`config.mk`:
```
export PLATFORM = sky130hd
export DESIGN_NAME = filtered_velocity_pi_loop_unit
export DESIGN_NICKNAME = d
export VERILOG_FILES = /design/src/rtl/fvpi_pkg.sv /design/src/rtl/fvpi_div5.sv /design/src/rtl/fvpi_mac.sv /design/src/rtl/filtered_velocity_pi_loop_unit.sv
export SDC_FILE = /design/constraint.sdc
export NUM_CORES = 1
export LEC_CHECK = 0
export BUFFER_PORTS_ARGS = -buffer_cell sky130_fd_sc_hd__buf_2
export CORE_ASPECT_RATIO = 0.75
export CORE_MARGIN = 2
export CORE_UTILIZATION = 60
export CTS_CLUSTER_SIZE = 30
export DETAILED_ROUTE_END_ITERATION = 8
export PLACE_DENSITY_LB_ADDON = 0.12
export REMOVE_ABC_BUFFERS = 1
export SLEW_MARGIN = 20
export SYNTH_ARGS = -nofsm -noshare
export SYNTH_HDL_FRONTEND = slang
export SYNTH_SLANG_ARGS = --single-unit
```
`constraint.sdc`:
```
create_clock -name clk -period 4.9 [get_ports clk]
set_input_delay 0.735 -clock clk [delete_from_list [all_inputs] [get_ports clk]]
set_output_delay 0.735 -clock clk [all_outputs]
set_load 0.05 [all_outputs]
```
`src/rtl/fvpi_pkg.sv`:
```
package fvpi_pkg;

	localparam int FRAC_BITS = 8;
	localparam int GAIN_FRAC = 8;
	localparam int COUNT_W   = 16;
	localparam int GAIN_W    = 16;
	localparam int LIMIT_W   = 16;
	localparam int DRIVE_W   = 16;
	localparam int SUM_W     = COUNT_W + 1;
	// filtered speed and integral stay within +/- 2^(SUM_W-1) * 2^FRAC_BITS
	localparam int SPEED_W   = SUM_W + FRAC_BITS + 1;
	// 4*filtered + sum*2^F stays below 5 * 2^(SPEED_W-2)
	localparam int DIV_W     = SPEED_W + 2;
	localparam int DIV_CNT_W = $clog2(DIV_W);
	localparam int RAW_W     = SPEED_W + 1;
	localparam int ACC_W     = SPEED_W + GAIN_W + 1;
	localparam int MAC_CNT_W = $clog2(GAIN_W);
	localparam int VAL_W     = ACC_W - FRAC_BITS - GAIN_FRAC;

	localparam int CFG_IDX_W = 2;
	localparam logic [CFG_IDX_W-1:0] CFG_SPEED_GAIN    = 2'd0;
	localparam logic [CFG_IDX_W-1:0] CFG_INTEGRAL_GAIN = 2'd1;
	localparam logic [CFG_IDX_W-1:0] CFG_INTEGRAL_LIM  = 2'd2;

	localparam logic [GAIN_W-1:0]  SPEED_GAIN_RST    = 16'd15360;
	localparam logic [GAIN_W-1:0]  INTEGRAL_GAIN_RST = 16'd102;
	localparam logic [LIMIT_W-1:0] INTEGRAL_LIM_RST  = 16'd2000;

	typedef struct packed {
		logic signed [COUNT_W-1:0] left_count;
		logic signed [COUNT_W-1:0] right_count;
	} in_item_t;

	typedef struct packed {
		logic signed [DRIVE_W-1:0] drive;
		logic                      drive_saturated;
	} out_item_t;

	typedef enum logic [2:0] {
		ST_IDLE,
		ST_DIV,
		ST_INTEG,
		ST_CLAMP,
		ST_MAC,
		ST_OUT
	} state_t;

endpackage

```
`src/rtl/fvpi_div5.sv`:
```
module fvpi_div5 import fvpi_pkg::*; (
	input  logic                    clk,
	input  logic                    arst_n,
	input  logic                    start,
	input  logic signed [DIV_W-1:0] dividend,
	output logic                    done,
	output logic signed [DIV_W-1:0] quotient
);

	localparam logic [3:0] DIVISOR = 4'd5;

	logic                 busy_q;
	logic                 done_q;
	logic                 neg_q;
	logic [DIV_CNT_W-1:0] cnt_q;
	logic [2:0]           rem_q;
	logic [DIV_W-1:0]     shreg_q;
	logic [3:0]           trial;
	logic                 ge;
	logic [3:0]           diff;

	// restoring division, one quotient bit a cycle; dividend bits leave at the
	// top while quotient bits enter at the bottom of the same register
	assign trial = {rem_q, shreg_q[DIV_W-1]};
	assign ge    = (trial >= DIVISOR);
	assign diff  = trial - DIVISOR;

	always_ff @(posedge clk or negedge arst_n) begin
		if (!arst_n) begin
			busy_q <= 1'b0;
			done_q <= 1'b0;
			cnt_q  <= '0;
		end else begin
			done_q <= 1'b0;
			if (start) begin
				busy_q <= 1'b1;
				cnt_q  <= '0;
			end else if (busy_q) begin
				cnt_q <= cnt_q + 1'b1;
				if (cnt_q == DIV_CNT_W'(DIV_W - 1)) begin
					busy_q <= 1'b0;
					done_q <= 1'b1;
				end
			end
		end
	end

	always_ff @(posedge clk) begin
		if (start) begin
			neg_q   <= dividend[DIV_W-1];
			shreg_q <= dividend[DIV_W-1] ? DIV_W'(-dividend) : DIV_W'(dividend);
			rem_q   <= '0;
		end else if (busy_q) begin
			shreg_q <= {shreg_q[DIV_W-2:0], ge};
			rem_q   <= ge ? diff[2:0] : trial[2:0];
		end
	end

	// truncation toward zero: divide the magnitude, then restore the sign
	assign quotient = neg_q ? -$signed(shreg_q) : $signed(shreg_q);
	assign done     = done_q;

endmodule

```
`src/rtl/fvpi_mac.sv`:
```
module fvpi_mac import fvpi_pkg::*; (
	input  logic                      clk,
	input  logic                      arst_n,
	input  logic                      start,
	input  logic signed [SPEED_W-1:0] filt,
	input  logic signed [SPEED_W-1:0] integ,
	input  logic [GAIN_W-1:0]         kp,
	input  logic [GAIN_W-1:0]         ki,
	output logic                      done,
	output logic signed [ACC_W-1:0]   acc
);

	logic                    busy_q;
	logic                    done_q;
	logic                    phase_q;
	logic [MAC_CNT_W-1:0]    cnt_q;
	logic [GAIN_W-1:0]       gain_q;
	logic signed [ACC_W-1:0] opnd_q;
	logic signed [ACC_W-1:0] acc_q;
	logic                    last;

	assign last = (cnt_q == MAC_CNT_W'(GAIN_W - 1));

	always_ff @(posedge clk or negedge arst_n) begin
		if (!arst_n) begin
			busy_q  <= 1'b0;
			done_q  <= 1'b0;
			phase_q <= 1'b0;
			cnt_q   <= '0;
		end else begin
			done_q <= 1'b0;
			if (start) begin
				busy_q  <= 1'b1;
				phase_q <= 1'b0;
				cnt_q   <= '0;
			end else if (busy_q) begin
				cnt_q <= cnt_q + 1'b1;
				if (last) begin
					if (!phase_q) begin
						phase_q <= 1'b1;
					end else begin
						busy_q <= 1'b0;
						done_q <= 1'b1;
					end
				end
			end
		end
	end

	// shift-add, gain bits LSB first: first pass filt*kp, second pass integ*ki
	always_ff @(posedge clk) begin
		if (start) begin
			opnd_q <= ACC_W'(filt);
			gain_q <= kp;
			acc_q  <= '0;
		end else if (busy_q) begin
			if (gain_q[0]) begin
				acc_q <= acc_q + opnd_q;
			end
			if (last && !phase_q) begin
				opnd_q <= ACC_W'(integ);
				gain_q <= ki;
			end else begin
				opnd_q <= opnd_q <<< 1;
				gain_q <= gain_q >> 1;
			end
		end
	end

	assign done = done_q;
	assign acc  = acc_q;

endmodule

```
`src/rtl/filtered_velocity_pi_loop_unit.sv`:
```
// Velocity PI loop on low-pass filtered wheel speed.
//
// Input channel (in_valid, in_stall, in_data): one request per control tick,
// holding the left and right encoder counts. Output channel (out_valid,
// out_stall, out_data): one result per request, the drive value and a flag
// set when it was clipped to the signed 16-bit range.
// Config channel (cfg_valid, cfg_ready, cfg_index, cfg_data): index 0 speed
// gain, 1 integral gain, 2 integral limit; index 3 is ignored. cfg_ready is
// always high. Write only while no request is in flight.
//
// A request passes the serial divide by five (one quotient bit at a time),
// the integral update and clamp, the serial multiply (one gain bit at a
// time) and the output step. One request is worked at a time, so a new one
// is taken only after the last has left the output step.
// The result sits in an output register: a request may be accepted while the
// previous result still waits under out_stall; a finished result waits in the
// last step until that register frees.
// Reset clears filter and integral state and loads the default gains and integral limit.
module filtered_velocity_pi_loop_unit import fvpi_pkg::*; (
	input  logic                 clk,
	input  logic                 arst_n,
	input  logic                 in_valid,
	output logic                 in_stall,
	input  in_item_t             in_data,
	output logic                 out_valid,
	input  logic                 out_stall,
	output out_item_t            out_data,
	input  logic                 cfg_valid,
	output logic                 cfg_ready,
	input  logic [CFG_IDX_W-1:0] cfg_index,
	input  logic [GAIN_W-1:0]    cfg_data
);

	state_t state_q;
	state_t state_nx;

	logic [GAIN_W-1:0]  kp_q;
	logic [GAIN_W-1:0]  ki_q;
	logic [LIMIT_W-1:0] lim_q;

	logic signed [SPEED_W-1:0] filt_q;
	logic signed [SPEED_W-1:0] integ_q;
	logic signed [RAW_W-1:0]   raw_q;
	out_item_t                 out_q;
	logic                      out_valid_q;

	logic                    accept;
	logic                    div_start;
	logic                    div_done;
	logic                    mac_start;
	logic                    mac_done;
	logic                    out_load;
	logic signed [SUM_W-1:0] sum;
	logic signed [DIV_W-1:0] dividend;
	logic signed [DIV_W-1:0] quotient;
	logic signed [ACC_W-1:0] acc;
	logic signed [RAW_W-1:0] lim_fix;
	logic signed [VAL_W-1:0] val;
	logic                    val_ovf;
	out_item_t               result;

	assign cfg_ready = 1'b1;

	always_ff @(posedge clk or negedge arst_n) begin
		if (!arst_n) begin
			kp_q  <= SPEED_GAIN_RST;
			ki_q  <= INTEGRAL_GAIN_RST;
			lim_q <= INTEGRAL_LIM_RST;
		end else if (cfg_valid) begin
			case (cfg_index)
				CFG_SPEED_GAIN:    kp_q  <= cfg_data;
				CFG_INTEGRAL_GAIN: ki_q  <= cfg_data;
				CFG_INTEGRAL_LIM:  lim_q <= cfg_data;
				default: ;
			endcase
		end
	end

	// next state
	always_comb begin
		state_nx = state_q;
		case (state_q)
			ST_IDLE:  if (in_valid) state_nx = ST_DIV;
			ST_DIV:   if (div_done) state_nx = ST_INTEG;
			ST_INTEG: state_nx = ST_CLAMP;
			ST_CLAMP: state_nx = ST_MAC;
			ST_MAC:   if (mac_done) state_nx = ST_OUT;
			ST_OUT:   if (!out_valid_q || !out_stall) state_nx = ST_IDLE;
			default:  state_nx = ST_IDLE;
		endcase
	end

	// state outputs
	always_comb begin
		in_stall  = 1'b1;
		mac_start = 1'b0;
		out_load  = 1'b0;
		case (state_q)
			ST_IDLE:  in_stall  = 1'b0;
			ST_CLAMP: mac_start = 1'b1;
			ST_OUT:   out_load  = !out_valid_q || !out_stall;
			default: ;
		endcase
	end

	assign accept    = in_valid && !in_stall;
	assign div_start = accept;

	// filter numerator: 4*filtered + sum*2^F
	assign sum      = SUM_W'(in_data.left_count) + SUM_W'(in_data.right_count);
	assign dividend = (DIV_W'(filt_q) <<< 2) + (DIV_W'(sum) <<< FRAC_BITS);

	assign lim_fix = $signed({{(RAW_W - LIMIT_W - FRAC_BITS){1'b0}}, lim_q,
		{FRAC_BITS{1'b0}}});

	// drop the fraction toward zero: bump floor by one for inexact negatives
	assign val = VAL_W'(acc >>> (FRAC_BITS + GAIN_FRAC))
		+ VAL_W'(acc[ACC_W-1] && (acc[FRAC_BITS+GAIN_FRAC-1:0] != '0));
	assign val_ovf = (val[VAL_W-1:DRIVE_W-1] != '0) && (val[VAL_W-1:DRIVE_W-1] != '1);

	always_comb begin
		result.drive_saturated = val_ovf;
		if (val_ovf) begin
			result.drive = val[VAL_W-1] ? $signed({1'b1, {(DRIVE_W-1){1'b0}}})
				: $signed({1'b0, {(DRIVE_W-1){1'b1}}});
		end else begin
			result.drive = val[DRIVE_W-1:0];
		end
	end

	always_ff @(posedge clk or negedge arst_n) begin
		if (!arst_n) begin
			state_q     <= ST_IDLE;
			filt_q      <= '0;
			integ_q     <= '0;
			out_valid_q <= 1'b0;
		end else begin
			state_q <= state_nx;
			if (state_q == ST_DIV && div_done) begin
				filt_q <= quotient[SPEED_W-1:0];
			end
			if (state_q == ST_CLAMP) begin
				if (raw_q > lim_fix) begin
					integ_q <= lim_fix[SPEED_W-1:0];
				end else if (raw_q < -lim_fix) begin
					integ_q <= SPEED_W'(-lim_fix);
				end else begin
					integ_q <= raw_q[SPEED_W-1:0];
				end
			end
			if (out_load) begin
				out_valid_q <= 1'b1;
			end else if (!out_stall) begin
				out_valid_q <= 1'b0;
			end
		end
	end

	always_ff @(posedge clk) begin
		if (state_q == ST_INTEG) begin
			raw_q <= RAW_W'(integ_q) + RAW_W'(filt_q);
		end
		if (out_load) begin
			out_q <= result;
		end
	end

	fvpi_div5 u_div (
		.clk      (clk),
		.arst_n   (arst_n),
		.start    (div_start),
		.dividend (dividend),
		.done     (div_done),
		.quotient (quotient)
	);

	fvpi_mac u_mac (
		.clk    (clk),
		.arst_n (arst_n),
		.start  (mac_start),
		.filt   (filt_q),
		.integ  (integ_q),
		.kp     (kp_q),
		.ki     (ki_q),
		.done   (mac_done),
		.acc    (acc)
	);

	assign out_valid = out_valid_q;
	assign out_data  = out_q;

	a_div_done_in_div: assert property (@(posedge clk) disable iff (!arst_n)
		div_done |-> state_q == ST_DIV)
		else $error("divider finished outside the divide step");

	a_mac_done_in_mac: assert property (@(posedge clk) disable iff (!arst_n)
		mac_done |-> state_q == ST_MAC)
		else $error("multiplier finished outside the multiply step");

	a_integ_clamped: assert property (@(posedge clk) disable iff (!arst_n)
		state_q == ST_MAC |-> (RAW_W'(integ_q) <= lim_fix) && (RAW_W'(integ_q) >= -lim_fix))
		else $error("integral outside its limit during multiply");

	a_load_frees: assert property (@(posedge clk) disable iff (!arst_n)
		out_load |=> out_valid_q && state_q == ST_IDLE)
		else $error("result load did not present the result");

endmodule
```
==> summary by stage <==
Run status
The flow ran to the end, and the final reports show no timing, DRC or antenna violations.

Final layout
The fraction of layout instances using a drive strength above 1 is 15.3%. The number of standard cells in the layout, taps in and fillers out is approximately 2,800. The post-route core utilization is between 60 and 70%. Relative to the synthesized area, the layout overhead comes to 12.7%.

The finished cells cover approximately 22,000 sq um. After the last flow step, the layout net total stands at 2,516. The number of antenna cells inserted is 0.

The final-layout fill cell count is roughly 2,600.

Clock tree
TritonCTS built the clock tree. The insertion delay of the later-clocked pin in the worst-skew pair is 590 ps. The number of clock buffers added by TritonCTS is 31. CTS built an H-tree with a depth of 1. The clock-pin transition on the worst setup and hold timing paths is approximately 70 ps. The root buffer cell chosen for the clock tree is clkbuf_16.

The cts-stage hold buffer count is 0. CTS saw ~300 sinks. The maximum clock path buffer count is 3.

Global route
The final global-route overflow total is 0. Entering global routing, the biggest net connects 76 pins. The initial antenna violation count is 0. The first global-routing pass estimated roughly 84 mm of wire. The global-route total usage across every layer is 29.5%. The via count of the first global-routing pass is 15,800.

Logic synthesis
For this run, the register share of the synthesized area comes to between 30% and 40%. Synthesis inferred around 300 register bits. The predominant post-synthesis flop cell is edfxtp_1. The count of synthesis-stage warnings from yosys is 0.

The synthesized area divided by synthesized cell count is slightly above 9 sq um. The number of different library cells used by synthesis comes to 94. The post-synthesis cell type with the largest combined area is edfxtp_1.

In this run, synthesis inferred about 130 flip-flops with an integrated enable. The post-synthesis instance area is around 20,000 sq um. The cell count after synthesis is 2,188. After synthesis, the share of flip-flops with an asynchronous set or reset is 39.9%.

In this run the biggest area consumer among cell types represents 19.9% of the synthesized area. By area the synthesized netlist is led by edfxtp_1, dfrtp_1, ha_1, nand2_1, dfxtp_1.

Min path
The worst hold path belongs to the class input port to async pin.

STA
The number of setup violations in the final report is 0. The worst relative slew slack is between 30 and 40%. The final hold slack is 210 ps. Setup repair after global routing could not meet its margin everywhere. The portion of the clock cycle consumed by the worst path in the final layout is a little over nine tenths. The max-slew violation total from the final report is 0. The final period demand of the worst path is ~4700 ps.

The peak clock frequency supported by timing is around 210 MHz. The number of endpoints with negative hold slack in the final report is 0. At the pin with the least slew margin, the transition time is 931 ps. The clock arrives with between 15 and 20 ps of skew. Summed over all failing endpoints, the final setup total negative slack is 0 ps.

Detailed routing
The first TritonRoute pass finished after 6 iterations. The total vias in the final route is around 17,000. The via density per instance is a little over 6. The final antenna-violating net count is 0. The DRC violation total after the first TritonRoute iteration is around 1,600.

The mean routed wirelength per cell is approximately 19 um. The final wirelength is roughly 52 mm. The remaining routing DRC violations is 0.

Die
The total die area is around 35,000 sq um. The total core area is around 33,000 sq um. The placement row count is 57. The initial core utilization is between 60% and 70%.

The die is 215 um wide. The die span in y is about 160 um. The total I/O pin count is 75.

Worst setup path
The worst setup path is launched from an input port. The type of element capturing the critical path is a flop. The buffers plus inverters on the worst setup path is 5. The critical path is of the input port to flop type. STA puts the critical path data required time at approximately 5300 ps. The signal on the critical path passes through buf_2, ha_4, inv_1, fa_2, nor2b_4, o31ai_4, a2111oi_2, buf_4, o31a_1, o21a_1, nor2_1, xnor2_1, ha_1, buf_6, o21a_1, o211ai_1, nor4_2, o41a_1, o22ai_2, xnor3_2, buf_6, or3_1, a31oi_1.

At the worst endpoint, the arrival time is roughly 5000 ps. The cell with the largest stage delay on the worst path is o41a_1. On the worst path, the slowest cell contributes a delay of 410 ps. The largest fanout on the critical path is 14. The cell family contributing the most delay on the critical path is compound AO/OA/AOI/OAI gates.

Place
The placed cell area is about 21,000 sq um. The HPWL reported at the end of detailed placement is about 38 mm. In this run the tool buffered the top-level ports with 73 buffer cells.

The number of cells after detailed placement is approximately 2,700. The final weighted congestion in routability-driven placement is between 0.9 and 1.

Run
The number of violations of the max-capacitance limit is 0.

Power
The total power density per cell area is roughly 280 nW/um^2. Across the VDD grid, the largest voltage drop is 0.272 mV. For this design the static power due to leakage is roughly 0.01 uW.
through the flow:
step                      setup slack [ps]  total power [uW]
final                                  218              6200
after detailed placement              -637              3690
after CTS                              105              6190
after floorplan                       -405              3360
after global routing                 -90.0              6430
after global placement                -526              3660
cell usage after synthesis, types with 23 or more instances:
cell type  number
a21o_1         48
a21oi_1       156
a31oi_1        64
clkbuf_1       73
dfrtp_1       104
dfxtp_1        46
edfxtp_1      132
ha_1          147
inv_1          80
mux2_2         63
mux2i_1        23
nand2_1       316
nand3_1        44
nor2_1        181
nor3_1         34
o21a_1         31
o21ai_0       127
or3_1          25
xnor2_1        94
xor2_1         61
final cells by class:
class	instances	area (sq um)	area share, %
flip-flops and latches	296	7860	34.9
inverters	82	313	1.39
well taps	442	553	2.46
clock inverters	21	233	1.04
multi-input cells	1726	11500	51.2
clock buffers	37	870	3.87
repair buffers	173	1140	5.06
path summary, 6_finish.rpt:
path                            cells past startpoint                        start                     endpoint  slack (ps)
worst max-delay path                               23                   in_data[0]  u_div.shreg_q[25]$_DFFE_PP_         220
worst min-delay path                                1                       arst_n    u_mac.phase_q$_DFFE_PN0P_         210
worst max register to register                     17         lim_q[1]$_DFFE_PN0P_      integ_q[16]$_DFFE_PN0P_         490
worst min register to register                      2  u_div.rem_q[2]$_SDFFE_PP0P_  u_div.rem_q[2]$_SDFFE_PP0P_         460
max in group asynchronous                           2                       arst_n         kp_q[13]$_DFFE_PN1P_        3620
min in group clk                                    2                  cfg_data[6]          kp_q[6]$_DFFE_PN0P_         420
placed cells by master, fill, tap and decap left out, types with 21 or more instances in the layout:
cell type,n
buf_4,96
nand3_1,44
nor2_1,180
or3_1,25
nor3_1,34
edfxtp_1,132
o21ai_1,21
o21ai_0,122
o21a_1,31
xor2_1,61
nand2_1,315
a21o_1,48
mux2i_1,23
dfxtp_1,46
xnor2_1,94
ha_1,146
mux2_2,63
clkbuf_16,32
a21oi_1,155
buf_2,72
a31oi_1,64
nand4_1,22
a211oi_1,22
inv_1,80
dfrtp_1,104
flip-flops by register name, indices dropped and copies added (netlist names), 17 cells and up:
signal / count
out_data: 17
integ_q: 26
filt_q: 26
u_mac.acc: 43
u_mac.opnd_q: 43
u_div.shreg_q: 28
raw_q: 27
layer usage:
layer  global-route usage [%]  vias to the layer above  share of wire [%]  routed length (um)
li1                         -                     8212                  -                   -
met1                     44.2                     8150                 48               24600
met3                     4.44                       67                7.2                3710
met4                     6.22                        0                1.8                 908
met2                     45.6                      594                 43               22500
met5                        0                        -                  0                   0
power by group:
| group | switching, uW | total [uW] | leakage (uW) | internal (uW) |
|---|---|---|---|---|
| registers | 63.3 | 2730 | 0.00285 | 2660 |
| clock network | 1040 | 2520 | 0.000540 | 1480 |
| logic | 493 | 953 | 0.00657 | 459 |
cell families after synthesis:
kind of cell / synth area share, %
buf+inv: 3.28
simple gates: 17.4
compound gates: 18.5
flops: 39.4
mux: 4.71
fa+ha+maj: 9.62
xor+xnor: 7.06
other cells: 0.0188
timing repair:
| action | in CTS | in global routing |
|---|---|---|
| pin swaps | 2 | 2 |
| endpoints found under the setup margin | 20 | 25 |
| setup buffers | 0 | 3 |
| gates resized for setup | 3 | 19 |
(Power assumes the default switching activity.)
